**config.mk**
```make
export PLATFORM = sky130hd
export DESIGN_NAME = crc_framed_byte_receiver_flat
export DESIGN_NICKNAME = d
export VERILOG_FILES = /design/src/cfbr_pkg.sv /design/src/cfbr_if.sv /design/src/cfbr_ram.sv /design/src/cfbr_front.sv /design/src/cfbr_queue.sv /design/src/cfbr_back.sv /design/src/crc_framed_byte_receiver.sv /design/src/flat_wrapper.sv
export VERILOG_INCLUDE_DIRS = /design/src /design/src/src
export SDC_FILE = /design/constraint.sdc
export NUM_CORES = 1
export LEC_CHECK = 0
export BUFFER_PORTS_ARGS = -buffer_cell sky130_fd_sc_hd__buf_2
export CAP_MARGIN = 40
export CORE_MARGIN = 2
export CORE_UTILIZATION = 55
export CTS_BUF_LIST = sky130_fd_sc_hd__clkbuf_2
export DETAILED_ROUTE_END_ITERATION = 7
export GPL_TIMING_DRIVEN = 0
export HOLD_SLACK_MARGIN = 0.02
export PLACE_DENSITY = 0.69
export SLEW_MARGIN = 40
export SYNTH_ARGS = -nofsm -noshare
export SYNTH_HDL_FRONTEND = slang
export SYNTH_SLANG_ARGS = --single-unit
```
**constraint.sdc**
```tcl
create_clock -name clk -period 10.36 [get_ports clk]
set_input_delay 1.036 -clock clk [delete_from_list [all_inputs] [get_ports clk]]
set_output_delay 1.036 -clock clk [all_outputs]
set_load 0.01 [all_outputs]
```
**src/crc_framed_byte_receiver_macros.svh**
```systemverilog
// assertion macros shared by the receiver modules
`ifndef CRC_FRAMED_BYTE_RECEIVER_MACROS_SVH
`define CRC_FRAMED_BYTE_RECEIVER_MACROS_SVH

// property must hold at every edge outside reset
`define CFBR_ASSERT(lbl, clk, rst_n, prop, msg) \
    lbl: assert property (@(posedge clk) disable iff (!rst_n) prop) \
        else $error(msg);

// condition must never be seen outside reset
`define CFBR_NEVER(lbl, clk, rst_n, cond, msg) \
    lbl: assert property (@(posedge clk) disable iff (!rst_n) !(cond)) \
        else $error(msg);

`endif

```
**src/cfbr_pkg.sv**
```systemverilog
// types, constants and the crc step for the framed byte receiver
package cfbr_pkg;

    localparam int TICK_W = 32;
    localparam int BYTE_W = 8;
    localparam int CRC_W  = 16;
    localparam int FLEN_W = 6;
    localparam int TMO_W  = 8;
    localparam int HOLD_W = 16;
    localparam int CFG_W  = 16;
    localparam int CFG_IDX_W = 1;
    localparam int DLEN_W = 8;
    localparam int BANKS  = 2;
    localparam int BANK_W = 1;
    localparam int CNT_W  = 2;

    localparam logic [CRC_W-1:0] CRC_POLY = 16'h1021;

    localparam logic OP_DATA  = 1'b0;
    localparam logic OP_ERROR = 1'b1;

    localparam logic [CFG_IDX_W-1:0] REG_TIMEOUT = 1'b0;
    localparam logic [CFG_IDX_W-1:0] REG_HOLDOFF = 1'b1;

    localparam logic [TMO_W-1:0]  TIMEOUT_RST = 8'd4;
    localparam logic [HOLD_W-1:0] HOLDOFF_RST = 16'd200;

    typedef struct packed {
        logic [BANK_W-1:0] bank;
        logic [DLEN_W-1:0] len;
    } cfbr_desc_t;

    // msb-first bit-serial crc, data bit enters at the low end
    function automatic logic [CRC_W-1:0] crc_feed(input logic [CRC_W-1:0] crc,
                                                  input logic [BYTE_W-1:0] b);
        logic [CRC_W-1:0] r;
        logic             top;
        r = crc;
        for (int k = 0; k < BYTE_W; k++)
        begin
            top = r[CRC_W-1];
            r   = {r[CRC_W-2:0], b[BYTE_W-1-k]};
            if (top)
            begin
                r = r ^ CRC_POLY;
            end
        end
        return r;
    endfunction

endpackage

```
**src/cfbr_if.sv**
```systemverilog
// channel interfaces for events in and payload words out
interface cfbr_in_if;
    logic                          valid;
    logic                          ready;
    logic                          op;
    logic [cfbr_pkg::BYTE_W-1:0]   data_byte;
    logic [cfbr_pkg::TICK_W-1:0]   tick;

    modport source (output valid, output op, output data_byte, output tick, input ready);
    modport sink   (input valid, input op, input data_byte, input tick, output ready);
endinterface

interface cfbr_out_if;
    logic                          valid;
    logic                          ready;
    logic [cfbr_pkg::BYTE_W-1:0]   payload_byte;
    logic [cfbr_pkg::FLEN_W-1:0]   frame_len;
    logic                          empty_frame;
    logic                          last;

    modport source (output valid, output payload_byte, output frame_len,
                    output empty_frame, output last, input ready);
    modport sink   (input valid, input payload_byte, input frame_len,
                    input empty_frame, input last, output ready);
endinterface

```
**src/cfbr_ram.sv**
```systemverilog
// generic single write port ram with registered read
module cfbr_ram #(
    parameter int WIDTH = 8,
    parameter int DEPTH = 100
) (
    input  logic                     clk,
    input  logic                     we,
    input  logic [$clog2(DEPTH)-1:0] waddr,
    input  logic [WIDTH-1:0]         wdata,
    input  logic                     re,
    input  logic [$clog2(DEPTH)-1:0] raddr,
    output logic [WIDTH-1:0]         rdata
);
    logic [WIDTH-1:0] mem_reg [DEPTH];
    logic [WIDTH-1:0] rdata_reg;

    always_ff @(posedge clk)
    begin
        if (we)
        begin
            mem_reg[waddr] <= wdata;
        end
        if (re)
        begin
            rdata_reg <= mem_reg[raddr];
        end
    end

    assign rdata = rdata_reg;
endmodule

```
**src/cfbr_front.sv**
```systemverilog
// front end: event intake, framing state machine, crc check and holdoff
module cfbr_front #(
    parameter int MAX_FRAME_LEN = 50
) (
    input  logic                                  clk,
    input  logic                                  rst_n,
    input  logic                                  cfg_we,
    input  logic [cfbr_pkg::CFG_IDX_W-1:0]        cfg_index,
    input  logic [cfbr_pkg::CFG_W-1:0]            cfg_data,
    cfbr_in_if.sink                               events,
    input  logic                                  full,
    output logic                                  push,
    output cfbr_pkg::cfbr_desc_t                  desc,
    output logic                                  ram_we,
    output logic [$clog2(cfbr_pkg::BANKS*MAX_FRAME_LEN)-1:0] ram_waddr,
    output logic [cfbr_pkg::BYTE_W-1:0]           ram_wdata
);
    import cfbr_pkg::*;

    localparam int LEN_W  = $clog2(MAX_FRAME_LEN);
    localparam int ADDR_W = $clog2(BANKS*MAX_FRAME_LEN);

    localparam logic [1:0] F_WAIT  = 2'd0;
    localparam logic [1:0] F_EVAL  = 2'd1;
    localparam logic [1:0] F_APPLY = 2'd2;

    localparam logic [1:0] PH_IDLE = 2'd0;
    localparam logic [1:0] PH_RX   = 2'd1;
    localparam logic [1:0] PH_CRC1 = 2'd2;
    localparam logic [1:0] PH_CRC2 = 2'd3;

    logic [1:0]        fsm_reg, fsm_next;
    logic              op_reg;
    logic [BYTE_W-1:0] byte_reg;
    logic [TICK_W-1:0] tick_reg;
    logic              gap_gt_reg, gap_ge_reg, hold_ok_reg;
    logic [CRC_W-1:0]  crc_start_reg, crc_cont_reg;

    logic [1:0]        phase_reg, phase_next;
    logic [TICK_W-1:0] last_byte_tick_reg, last_byte_tick_next;
    logic [TICK_W-1:0] last_accept_tick_reg, last_accept_tick_next;
    logic [CRC_W-1:0]  crc_reg, crc_next;
    logic [LEN_W-1:0]  widx_reg, widx_next;
    logic [LEN_W-1:0]  exp_len_reg, exp_len_next;
    logic [BANK_W-1:0] bank_reg, bank_next;
    logic [TMO_W-1:0]  timeout_reg;
    logic [HOLD_W-1:0] holdoff_reg;

    logic [TICK_W-1:0] gap, since_accept;
    logic [1:0]        eff_phase;
    logic [LEN_W:0]    widx_inc;
    logic [ADDR_W-1:0] bank_base;

    assign events.ready = (fsm_reg == F_WAIT) && !full;

    assign gap          = tick_reg - last_byte_tick_reg;
    assign since_accept = tick_reg - last_accept_tick_reg;
    assign eff_phase    = gap_gt_reg ? PH_IDLE : phase_reg;
    assign widx_inc     = {1'b0, widx_reg} + (LEN_W+1)'(1);
    assign bank_base    = (bank_reg != '0) ? ADDR_W'(MAX_FRAME_LEN) : '0;

    assign ram_waddr = bank_base + ADDR_W'(widx_reg);
    assign ram_wdata = byte_reg;
    assign desc.bank = bank_reg;
    assign desc.len  = DLEN_W'(exp_len_reg);

    // config writes
    always_ff @(posedge clk or negedge rst_n)
    begin
        if (!rst_n)
        begin
            timeout_reg <= TIMEOUT_RST;
            holdoff_reg <= HOLDOFF_RST;
        end
        else if (cfg_we)
        begin
            unique case (cfg_index)
                REG_TIMEOUT: timeout_reg <= cfg_data[TMO_W-1:0];
                REG_HOLDOFF: holdoff_reg <= cfg_data[HOLD_W-1:0];
                default:     ;
            endcase
        end
    end

    // captured event and evaluated flags
    always_ff @(posedge clk)
    begin
        if (events.valid && events.ready)
        begin
            op_reg   <= events.op;
            byte_reg <= events.data_byte;
            tick_reg <= events.tick;
        end
        if (fsm_reg == F_EVAL)
        begin
            gap_gt_reg    <= gap > TICK_W'(timeout_reg);
            gap_ge_reg    <= gap >= TICK_W'(timeout_reg);
            hold_ok_reg   <= since_accept >= TICK_W'(holdoff_reg);
            crc_start_reg <= crc_feed('0, byte_reg);
            crc_cont_reg  <= crc_feed(crc_reg, byte_reg);
        end
    end

    always_comb
    begin
        fsm_next              = fsm_reg;
        phase_next            = phase_reg;
        last_byte_tick_next   = last_byte_tick_reg;
        last_accept_tick_next = last_accept_tick_reg;
        crc_next              = crc_reg;
        widx_next             = widx_reg;
        exp_len_next          = exp_len_reg;
        bank_next             = bank_reg;
        push                  = 1'b0;
        ram_we                = 1'b0;
        unique case (fsm_reg)
            F_WAIT:
            begin
                if (events.valid && events.ready)
                begin
                    fsm_next = F_EVAL;
                end
            end
            F_EVAL:
            begin
                fsm_next = F_APPLY;
            end
            F_APPLY:
            begin
                fsm_next = F_WAIT;
                if (op_reg == OP_ERROR)
                begin
                    phase_next = PH_IDLE;
                end
                else
                begin
                    last_byte_tick_next = tick_reg;
                    unique case (eff_phase)
                        PH_IDLE:
                        begin
                            phase_next = PH_IDLE;
                            if (gap_ge_reg && ({1'b0, byte_reg} < 9'(MAX_FRAME_LEN)))
                            begin
                                exp_len_next = LEN_W'(byte_reg);
                                crc_next     = crc_start_reg;
                                widx_next    = '0;
                                phase_next   = (byte_reg == '0) ? PH_CRC1 : PH_RX;
                            end
                        end
                        PH_RX:
                        begin
                            crc_next  = crc_cont_reg;
                            ram_we    = 1'b1;
                            widx_next = widx_inc[LEN_W-1:0];
                            if (widx_inc >= {1'b0, exp_len_reg})
                            begin
                                phase_next = PH_CRC1;
                            end
                        end
                        PH_CRC1:
                        begin
                            crc_next   = crc_cont_reg;
                            phase_next = PH_CRC2;
                        end
                        default:
                        begin
                            crc_next   = crc_cont_reg;
                            phase_next = PH_IDLE;
                            if (crc_cont_reg == '0)
                            begin
                                // holdoff restarts even when the frame is dropped
                                last_accept_tick_next = tick_reg;
                                if (hold_ok_reg)
                                begin
                                    push      = 1'b1;
                                    bank_next = bank_reg + BANK_W'(1);
                                end
                            end
                        end
                    endcase
                end
            end
            default:
            begin
                fsm_next = F_WAIT;
            end
        endcase
    end

    always_ff @(posedge clk or negedge rst_n)
    begin
        if (!rst_n)
        begin
            fsm_reg              <= F_WAIT;
            phase_reg            <= PH_IDLE;
            last_byte_tick_reg   <= '0;
            last_accept_tick_reg <= '0;
            crc_reg              <= '0;
            widx_reg             <= '0;
            exp_len_reg          <= '0;
            bank_reg             <= '0;
        end
        else
        begin
            fsm_reg              <= fsm_next;
            phase_reg            <= phase_next;
            last_byte_tick_reg   <= last_byte_tick_next;
            last_accept_tick_reg <= last_accept_tick_next;
            crc_reg              <= crc_next;
            widx_reg             <= widx_next;
            exp_len_reg          <= exp_len_next;
            bank_reg             <= bank_next;
        end
    end
endmodule

```
**src/cfbr_queue.sv**
```systemverilog
// short queue of accepted frame descriptors between front and back
`include "crc_framed_byte_receiver_macros.svh"
module cfbr_queue (
    input  logic                        clk,
    input  logic                        rst_n,
    input  logic                        push,
    input  cfbr_pkg::cfbr_desc_t        din,
    input  logic                        pop,
    output cfbr_pkg::cfbr_desc_t        dout,
    output logic                        valid,
    output logic [cfbr_pkg::CNT_W-1:0]  count
);
    import cfbr_pkg::*;

    cfbr_desc_t        slot_reg [BANKS];
    logic [BANK_W-1:0] rd_ptr_reg, rd_ptr_next;
    logic [BANK_W-1:0] wr_ptr_reg, wr_ptr_next;
    logic [CNT_W-1:0]  count_reg, count_next;

    assign dout  = slot_reg[rd_ptr_reg];
    assign valid = (count_reg != '0);
    assign count = count_reg;

    always_ff @(posedge clk)
    begin
        if (push)
        begin
            slot_reg[wr_ptr_reg] <= din;
        end
    end

    always_comb
    begin
        rd_ptr_next = rd_ptr_reg;
        wr_ptr_next = wr_ptr_reg;
        count_next  = count_reg;
        if (push)
        begin
            wr_ptr_next = wr_ptr_reg + BANK_W'(1);
        end
        if (pop)
        begin
            rd_ptr_next = rd_ptr_reg + BANK_W'(1);
        end
        if (push && !pop)
        begin
            count_next = count_reg + CNT_W'(1);
        end
        else if (pop && !push)
        begin
            count_next = count_reg - CNT_W'(1);
        end
    end

    always_ff @(posedge clk or negedge rst_n)
    begin
        if (!rst_n)
        begin
            rd_ptr_reg <= '0;
            wr_ptr_reg <= '0;
            count_reg  <= '0;
        end
        else
        begin
            rd_ptr_reg <= rd_ptr_next;
            wr_ptr_reg <= wr_ptr_next;
            count_reg  <= count_next;
        end
    end

    `CFBR_NEVER(a_q_overflow, clk, rst_n, push && !pop && (count_reg >= CNT_W'(BANKS)), "descriptor queue overflow")
    `CFBR_NEVER(a_q_underflow, clk, rst_n, pop && (count_reg == '0), "descriptor queue underflow")
    `CFBR_ASSERT(a_q_count, clk, rst_n, push && !pop |=> count_reg == $past(count_reg) + CNT_W'(1), "queue count did not advance")
endmodule

```
**src/cfbr_back.sv**
```systemverilog
// back end: reads a stored frame and drives payload words through an output register
module cfbr_back #(
    parameter int MAX_FRAME_LEN = 50
) (
    input  logic                                  clk,
    input  logic                                  rst_n,
    input  logic                                  q_valid,
    input  cfbr_pkg::cfbr_desc_t                  q_desc,
    output logic                                  q_pop,
    output logic                                  busy,
    output logic                                  ram_re,
    output logic [$clog2(cfbr_pkg::BANKS*MAX_FRAME_LEN)-1:0] ram_raddr,
    input  logic [cfbr_pkg::BYTE_W-1:0]           ram_rdata,
    cfbr_out_if.source                            results
);
    import cfbr_pkg::*;

    localparam int LEN_W  = $clog2(MAX_FRAME_LEN);
    localparam int ADDR_W = $clog2(BANKS*MAX_FRAME_LEN);

    localparam logic [1:0] B_IDLE = 2'd0;
    localparam logic [1:0] B_READ = 2'd1;
    localparam logic [1:0] B_LOAD = 2'd2;

    logic [1:0]        state_reg, state_next;
    logic [BANK_W-1:0] bank_reg, bank_next;
    logic [LEN_W-1:0]  len_reg, len_next;
    logic [LEN_W-1:0]  idx_reg, idx_next;
    logic              out_valid_reg, out_valid_next;
    logic [BYTE_W-1:0] out_byte_reg;
    logic [FLEN_W-1:0] out_len_reg;
    logic              out_empty_reg, out_last_reg;
    logic              load;
    logic              is_empty;
    logic              is_last;
    logic [LEN_W:0]    idx_inc;
    logic [ADDR_W-1:0] bank_base;

    assign is_empty  = (len_reg == '0);
    assign idx_inc   = {1'b0, idx_reg} + (LEN_W+1)'(1);
    assign is_last   = is_empty || (idx_inc == {1'b0, len_reg});
    assign bank_base = (bank_reg != '0) ? ADDR_W'(MAX_FRAME_LEN) : '0;
    assign ram_raddr = bank_base + ADDR_W'(idx_reg);
    assign busy      = (state_reg != B_IDLE);

    assign results.valid        = out_valid_reg;
    assign results.payload_byte = out_byte_reg;
    assign results.frame_len    = out_len_reg;
    assign results.empty_frame  = out_empty_reg;
    assign results.last         = out_last_reg;

    always_comb
    begin
        state_next     = state_reg;
        bank_next      = bank_reg;
        len_next       = len_reg;
        idx_next       = idx_reg;
        q_pop          = 1'b0;
        ram_re         = 1'b0;
        load           = 1'b0;
        out_valid_next = out_valid_reg && !results.ready;
        unique case (state_reg)
            B_IDLE:
            begin
                if (q_valid)
                begin
                    q_pop      = 1'b1;
                    bank_next  = q_desc.bank;
                    len_next   = LEN_W'(q_desc.len);
                    idx_next   = '0;
                    state_next = (q_desc.len == '0) ? B_LOAD : B_READ;
                end
            end
            B_READ:
            begin
                ram_re     = 1'b1;
                state_next = B_LOAD;
            end
            B_LOAD:
            begin
                // output register free or being drained this cycle
                if (!out_valid_reg || results.ready)
                begin
                    load           = 1'b1;
                    out_valid_next = 1'b1;
                    if (is_last)
                    begin
                        state_next = B_IDLE;
                    end
                    else
                    begin
                        idx_next   = idx_inc[LEN_W-1:0];
                        state_next = B_READ;
                    end
                end
            end
            default:
            begin
                state_next = B_IDLE;
            end
        endcase
    end

    always_ff @(posedge clk)
    begin
        if (load)
        begin
            out_byte_reg  <= is_empty ? '0 : ram_rdata;
            out_len_reg   <= FLEN_W'(len_reg);
            out_empty_reg <= is_empty;
            out_last_reg  <= is_last;
        end
    end

    always_ff @(posedge clk or negedge rst_n)
    begin
        if (!rst_n)
        begin
            state_reg     <= B_IDLE;
            bank_reg      <= '0;
            len_reg       <= '0;
            idx_reg       <= '0;
            out_valid_reg <= 1'b0;
        end
        else
        begin
            state_reg     <= state_next;
            bank_reg      <= bank_next;
            len_reg       <= len_next;
            idx_reg       <= idx_next;
            out_valid_reg <= out_valid_next;
        end
    end
endmodule

```
**src/crc_framed_byte_receiver.sv**
```systemverilog
// top level of the crc-checked length-prefixed frame receiver
//
//  channel   | dir | word
//  ----------+-----+------------------------------------------------
//  events    | in  | op, data_byte, tick
//  results   | out | payload_byte, frame_len, empty_frame, last
//  cfg_*     | in  | register write: index, data
//
// front end per event: capture, compare and crc, state update, then a new event is taken
// back end per payload word: payload ram read, then output register load when it is free
// payload ram holds two frame banks; events stall while both hold frames not yet sent
// reset clears all control state at once; the payload ram needs no clearing
// the results register lets the back end load a word while the previous one is taken
`include "crc_framed_byte_receiver_macros.svh"
module crc_framed_byte_receiver #(
    parameter int MAX_FRAME_LEN = 50
) (
    input  logic                              clk,
    input  logic                              rst_n,
    input  logic                              cfg_we,
    input  logic [cfbr_pkg::CFG_IDX_W-1:0]    cfg_index,
    input  logic [cfbr_pkg::CFG_W-1:0]        cfg_data,
    cfbr_in_if.sink                           events,
    cfbr_out_if.source                        results
);
    import cfbr_pkg::*;

    localparam int ADDR_W = $clog2(BANKS*MAX_FRAME_LEN);

    cfbr_desc_t        push_desc, q_desc;
    logic              push, q_pop, q_valid, back_busy, full;
    logic [CNT_W-1:0]  q_count, owned;
    logic              ram_we, ram_re;
    logic [ADDR_W-1:0] ram_waddr, ram_raddr;
    logic [BYTE_W-1:0] ram_wdata, ram_rdata;

    // banks held by queued frames plus the one being sent
    assign owned = q_count + CNT_W'(back_busy);
    assign full  = (owned >= CNT_W'(BANKS));

    cfbr_front #(.MAX_FRAME_LEN(MAX_FRAME_LEN)) u_front (
        .clk       (clk),
        .rst_n     (rst_n),
        .cfg_we    (cfg_we),
        .cfg_index (cfg_index),
        .cfg_data  (cfg_data),
        .events    (events),
        .full      (full),
        .push      (push),
        .desc      (push_desc),
        .ram_we    (ram_we),
        .ram_waddr (ram_waddr),
        .ram_wdata (ram_wdata)
    );

    cfbr_queue u_queue (
        .clk   (clk),
        .rst_n (rst_n),
        .push  (push),
        .din   (push_desc),
        .pop   (q_pop),
        .dout  (q_desc),
        .valid (q_valid),
        .count (q_count)
    );

    cfbr_ram #(.WIDTH(BYTE_W), .DEPTH(BANKS*MAX_FRAME_LEN)) u_ram (
        .clk   (clk),
        .we    (ram_we),
        .waddr (ram_waddr),
        .wdata (ram_wdata),
        .re    (ram_re),
        .raddr (ram_raddr),
        .rdata (ram_rdata)
    );

    cfbr_back #(.MAX_FRAME_LEN(MAX_FRAME_LEN)) u_back (
        .clk       (clk),
        .rst_n     (rst_n),
        .q_valid   (q_valid),
        .q_desc    (q_desc),
        .q_pop     (q_pop),
        .busy      (back_busy),
        .ram_re    (ram_re),
        .ram_raddr (ram_raddr),
        .ram_rdata (ram_rdata),
        .results   (results)
    );

    `CFBR_NEVER(a_banks_overbooked, clk, rst_n, owned > CNT_W'(BANKS), "more frames held than payload banks")
endmodule

```
**src/flat_wrapper.sv**
```systemverilog
// flat-port wrapper written by rule: the top's interface ports become plain ports
module crc_framed_byte_receiver_flat import cfbr_pkg::*;
#(
    parameter int MAX_FRAME_LEN = 50
)
  (clk, rst_n, cfg_we, cfg_index, cfg_data, events_valid, events_op, events_data_byte, events_tick, events_ready, results_valid, results_payload_byte, results_frame_len, results_empty_frame, results_last, results_ready);
  cfbr_in_if events_i ();
  cfbr_out_if results_i ();
  input  logic clk;
  input  logic rst_n;
  input  logic cfg_we;
  input  logic [cfbr_pkg::CFG_IDX_W-1:0] cfg_index;
  input  logic [cfbr_pkg::CFG_W-1:0] cfg_data;
  input wire logic [$bits(events_i.valid)-1:0] events_valid;
  input wire logic [$bits(events_i.op)-1:0] events_op;
  input wire logic [$bits(events_i.data_byte)-1:0] events_data_byte;
  input wire logic [$bits(events_i.tick)-1:0] events_tick;
  output wire logic [$bits(events_i.ready)-1:0] events_ready;
  output wire logic [$bits(results_i.valid)-1:0] results_valid;
  output wire logic [$bits(results_i.payload_byte)-1:0] results_payload_byte;
  output wire logic [$bits(results_i.frame_len)-1:0] results_frame_len;
  output wire logic [$bits(results_i.empty_frame)-1:0] results_empty_frame;
  output wire logic [$bits(results_i.last)-1:0] results_last;
  input wire logic [$bits(results_i.ready)-1:0] results_ready;
  assign events_i.valid = events_valid;
  assign events_i.op = events_op;
  assign events_i.data_byte = events_data_byte;
  assign events_i.tick = events_tick;
  assign events_ready = events_i.ready;
  assign results_valid = results_i.valid;
  assign results_payload_byte = results_i.payload_byte;
  assign results_frame_len = results_i.frame_len;
  assign results_empty_frame = results_i.empty_frame;
  assign results_last = results_i.last;
  assign results_i.ready = results_ready;
  crc_framed_byte_receiver #(.MAX_FRAME_LEN(MAX_FRAME_LEN)) u_core (.clk(clk), .rst_n(rst_n), .cfg_we(cfg_we), .cfg_index(cfg_index), .cfg_data(cfg_data), .events(events_i), .results(results_i));
endmodule
```
After elaboration in Yosys (flattened, before gate mapping). Memories as Yosys holds them, arrays and structs flattened. A register that Yosys moved wholly into a read port is not among the register bits. Index checks and enable logic that the tools add are counted.

Register bits: 225. Bits in writable memories: 814. Input port bits: 63. Output and inout port bits: 18. Word-level logic and storage cells: 171. Memories: 2.

$add $sub $neg: 12. Magnitude comparators: 6. Equality and inequality tests: 13. Muxes and demuxes: 59. Bitwise logic cells: 11. Reduce and logical (&&, ||, !) cells: 38.

Memories: u_core.u_ram.mem_reg (depth 100, bits a word 8, read ports 1, clocked after Yosys merged registers in 1, wr ports 1, RTL line cfbr_ram.sv:14) `logic [WIDTH-1:0] mem_reg [DEPTH];`; u_core.u_queue.slot_reg (depth 2, bits a word 7, read ports 1, clocked after Yosys merged registers in 0, wr ports 1, RTL line cfbr_queue.sv:15) `cfbr_desc_t slot_reg [BANKS];`.

Operator list (count): $mux W16 (9); $mux W13 (8); $sub A32 B32 Y32 (2); $mux W6 (6); $ge A32 B16 Y1 (1); $ge A32 B8 Y1 (1); $gt A32 B8 Y1 (1); $not A3 Y3 (8); $pmux W6 S2 (2); $mux W2 (11); $mux W1 (20); $logic_not A16 Y1 (1); $logic_not A8 Y1 (2); $reduce_and A4 Y1 (4); $add A6 B1 Y7 const B (2); $add A6 B6 Y7 (2); $pmux W2 S3 (2); $reduce_and A2 Y1 (6); $reduce_bool A2 Y1 (5); $lt A8 B6 Y1 const B (1); $eq A7 B6 Y1 (1); $ge A7 B6 Y1 (1); $eq A2 B1 Y1 const B (3); $eq A2 B2 Y1 const B (3); other kinds (18) (37).

Logic depth before layout (Yosys ltp).
Word-level depth: 23. Mapped depth: 18. Depth with buffers taken out: 18.

Cells and area by module. A second synthesis with hierarchy kept.

Cells, all modules: 2803. Area, all modules: 45554.9 um2.

Modules (own cells, without submodules): cfbr_ram (times used 1, cells an instance 1384, area an instance 31201.2 um2, sequential area each 24263.3 um2); cfbr_front (times used 1, cells an instance 1249, area an instance 11937.7 um2, sequential area each 5074.9 um2); cfbr_back (times used 1, cells an instance 125, area an instance 1567.8 um2, sequential area each 880.8 um2); cfbr_queue (times used 1, cells an instance 43, area an instance 835.8 um2, sequential area each 640.6 um2); crc_framed_byte_receiver (times used 1, cells an instance 2, area an instance 12.5 um2, sequential area each 0.0 um2).

Least setup slack after synthesis. OpenSTA, ideal clock, no wires.

Path type: reg2reg. Start point: register u_core.u_front.tick_reg[0]. End point: register u_core.u_front.hold_ok_reg (data pin). Arrival: 3.616 ns. Data required time: 10.089 ns. Slack: 6.473 ns. Cell stages (with the launch flop): 19. Cell sequence: edfxtp_1 inv_1 ha_1 fa_1 nor2b_1 o211a_1 o21ai_0 a311oi_1 a21o_1 a21oi_1 xnor2_1 ha_1 nor2b_1 o21ai_0 o211ai_1 a311oi_1 o211ai_1 nor4_1 nand4_1.

Longest elaborated chain between the ends: 2.

Ends and longest elaborated chain: start, declared (RTL line cfbr_front.sv:35) `logic [TICK_W-1:0] tick_reg;`; start signal, assigned (RTL line cfbr_front.sv:92) `tick_reg <= events.tick;`; $sub A32 B32 Y32 (RTL line cfbr_front.sv:57) `assign since_accept = tick_reg - last_accept_tick_reg;`; $ge A32 B16 Y1 (RTL line cfbr_front.sv:98) `hold_ok_reg <= since_accept >= TICK_W'(holdoff_reg);`; end signal, assigned (RTL line cfbr_front.sv:98); end, declared (RTL line cfbr_front.sv:36) `logic gap_gt_reg, gap_ge_reg, hold_ok_reg;`.

Every way passes these cells. A chain may end at the register's enable or synchronous reset.

Worst setup path after layout. Same ends and word-level chain as after synthesis.

==> flow_metrics.tcl <==
set metrics [dict create \
    outcome "finished, final reports clean" \
    yosys.area.top_type_share 0.603 \
    synthTopCellsByArea "edfxtp_1 60%, mux4_2 12%, dfrtp_1 7.6%" \
    timing.final.ws_setup_ns 5.47 \
    combPwrFrac 0.152 \
    r2r_slack_ns 5.47 \
    hold_viol 0 \
    vias 27000 \
    rows 105 \
    yosysWarnings 0 \
    ys_types 75 \
    p_leak_nw 18.0 \
    syn_inst 2762 \
    period_share 0.472 \
    crit_path_end_kind "register" \
    antenna_found_initial 3 \
    powerDensity_nw_per_um2 175 \
    clock_sinks 1047 \
    drive_above_1_share 0.271 \
    die_height_um 290 \
    coreArea_sq_um 81600 \
    remaining_drc_errors 0 \
    pwr-share-seq 0.544 \
    avgSynthCellArea_sq_um 16.3 \
    grt_max_degree 71 \
    root_buffer "clkbuf_2" \
    h-tree-depth 5 \
    period_needed_ns 4.89 \
    synth-main-ff-cell "edfxtp_1" \
    fin_nets 3415 \
    start_util 0.553 \
    max_freq_mhz 204 \
    rsz0062_at_grt "no" \
    grt_usage 0.261 \
    yosysSeqAreaShare 0.681 \
    drv_cap 0 \
    reg2regPathDepth 18 \
    synth_edf_count 906 \
    largest_reg_flops 800 \
    routed_via_density 6.01 \
    reg2reg_from "u_core.u_front.tick_reg[0]$_DFFE_PP_" \
    areaGrowthSynthToFinish_pct 12.3 \
    grt_pass1_vias 27800 \
    grt_pass1_wl_um 164000 \
    die_w_um 290 \
    p_switching_mw 2.52 \
    dieArea_sq_um 84300 \
    yosysTopAreaCell "edfxtp_1" \
    gp_congestion 0.907 \
    p_sw_frac 0.283 \
    portBuffers 80 \
    crit_path_max_fanout 4 \
    syn_area_sq_um 45100 \
    routed_wl_um 108000 \
    clk_latency_ns 1.47 \
    finalSetupViolations 0 \
    p_int_mw 6.37 \
    dpl.hpwl_um 75500 \
    first_pass_iters 6 \
    finalClockSkew_ns 0.226 \
    cts_buffers 279 \
    ant_nets 0 \
    slew_violations 0 \
    dp_slack_ns 5.43 \
    syn_nets 2933 \
    cts.clk_slew.worst_paths_ns 0.11 \
    clkPwrFrac 0.304 \
    final_cell_mix "906 x edfxtp_1, 408 x clkbuf_2, 247 x mux4_2" \
    ir_worst_vdd_v 0.000103 \
    rr_endpoint "u_core.u_front.hold_ok_reg$_DFFE_PN_" \
    cts_tree "done" \
    num_io_pins 81 \
    grt_overflow 0 \
    fin_tns_setup_ns 0 \
    tightest_slew_ns 0.898 \
    min_path_type "input port to async pin" \
    wl_per_cell_um 24.1 \
    ys_async_sr_fraction 0.135 \
    layout_commonest_cell "edfxtp_1" \
    drtIter0Drc 3054 \
    cts_buffer_depth 4 \
    cp-start-kind "register" \
    path_class "register to register" \
    yosys_register_bits 1047 \
    cp_data_arrival_time_ns 5.97 \
    cp.required_ns 11.43 \
    post_cts_buffers 0 \
    relSlewSlack 0.401 \
]
[layout make-up]
type | count | area (sq um)
antenna | 1 | 2.50
sequential | 1047 | 30700
clock inverter | 54 | 300
timing repair buffer | 201 | 1790
multi-input combinational | 1475 | 13600
buffer | 120 | 508
clock buffer | 394 | 1970
fill | 6002 | 30900
inverter | 120 | 450
tap | 1070 | 1340
[power by group through the flow]
stage | sequential, mW | clock [mW] | combinational [mW]
floorplan | 4.95 | 0 | 0.899
global placement | 5.02 | 0 | 1.16
detailed placement | 4.93 | 0 | 1.32
CTS | 4.84 | 2.74 | 1.35
global route | 4.85 | 2.97 | 1.52
finish | 4.84 | 2.70 | 1.35
[Yosys cell counts, types with 11 or more instances]
cell,instances
edfxtp_1,906
mux4_2,247
nand2_1,200
nor2_1,167
o21ai_0,156
dfrtp_1,137
inv_1,120
ha_1,106
a21oi_1,96
clkbuf_1,84
xnor2_1,50
mux2i_1,38
nand3_1,37
xor2_1,36
nor2b_1,31
mux2_2,29
nand4_1,25
nor3_1,21
a21o_1,19
a211oi_1,18
buf_1,17
buf_2,16
nand2b_1,16
and2_1,15
o211ai_1,14
o21a_1,14
and3_1,13
nor4_1,13
a31oi_1,11
[what timing repair did]
item / 4_1_cts / 5_1_grt
resized for setup: 0 / 0
setup endpoints to repair: 0 / 0
endpoints found under the hold margin: 212 / 0
hold buffers: 64 / 0
[how the worst max path moves through the flow]
stage	cells after the start	endpoint	slack (ns)	from
after floorplan	18	u_core.u_front.hold_ok_reg$_DFFE_PN_	6.47	u_core.u_front.tick_reg[0]$_DFFE_PP_
after global placement	18	u_core.u_front.hold_ok_reg$_DFFE_PN_	5.45	u_core.u_front.tick_reg[0]$_DFFE_PP_
after detailed placement	18	u_core.u_front.hold_ok_reg$_DFFE_PN_	5.43	u_core.u_front.tick_reg[0]$_DFFE_PP_
after CTS	18	u_core.u_front.hold_ok_reg$_DFFE_PN_	5.52	u_core.u_front.tick_reg[0]$_DFFE_PP_
after global routing	18	u_core.u_front.hold_ok_reg$_DFFE_PN_	5.09	u_core.u_front.tick_reg[0]$_DFFE_PP_
final	18	u_core.u_front.hold_ok_reg$_DFFE_PN_	5.47	u_core.u_front.tick_reg[0]$_DFFE_PP_
[routing by layer]
| layer | track usage | routed length [um] |
|---|---|---|
| met5 | 0 | 0 |
| met4 | 0.0962 | 2620 |
| met3 | 0.0639 | 9710 |
| met2 | 0.398 | 50400 |
| met1 | 0.371 | 45400 |
[cells by family (layout without fill, tap and decap cells)]
| logic type | count (synthesis) | in the layout | share of synthesized area |
|---|---|---|---|
| flip-flops | 1047 | 1047 | 0.681 |
| AND/OR/NAND/NOR | 568 | 568 | 0.0579 |
| AO/OA/AOI/OAI | 399 | 399 | 0.0542 |
| multiplexers | 314 | 314 | 0.139 |
| buffers and inverters | 240 | 889 | 0.0206 |
| adder cells (fa/ha/maj) | 108 | 108 | 0.0303 |
| XOR/XNOR | 86 | 86 | 0.0167 |
| other | 0 | 1 | 0 |
[stage by stage]
stage	total power [mW]	hold WS, ns	util	instance area, sq um	instances
4_1_cts	8.93	0.0408	0.621	50600	4481
2_1_floorplan	5.84	0.448	-	45100	2762
3_3_place_gp	6.18	0.465	0.574	46900	3912
5_1_grt	9.34	0.0794	0.621	50700	4482
3_5_place_dp	6.25	0.487	0.585	47700	3969
6_report	8.89	0.158	0.621	50700	4482
[critical path: stages (launching register included)]
cell      delay (ns)
edfxtp_1        0.37
inv_1           0.10
ha_1            0.24
fa_1            0.46
nor2b_1         0.18
o211a_1         0.23
o21ai_0         0.28
a311oi_1        0.73
a21o_1          0.22
a21oi_1         0.07
xnor2_1         0.21
ha_1            0.28
nor2b_1         0.14
o21ai_0         0.21
o211ai_1        0.13
a311oi_1        0.26
o211ai_1        0.14
nor4_1          0.24
nand4_1         0.21
(Power assumes the default switching activity.)
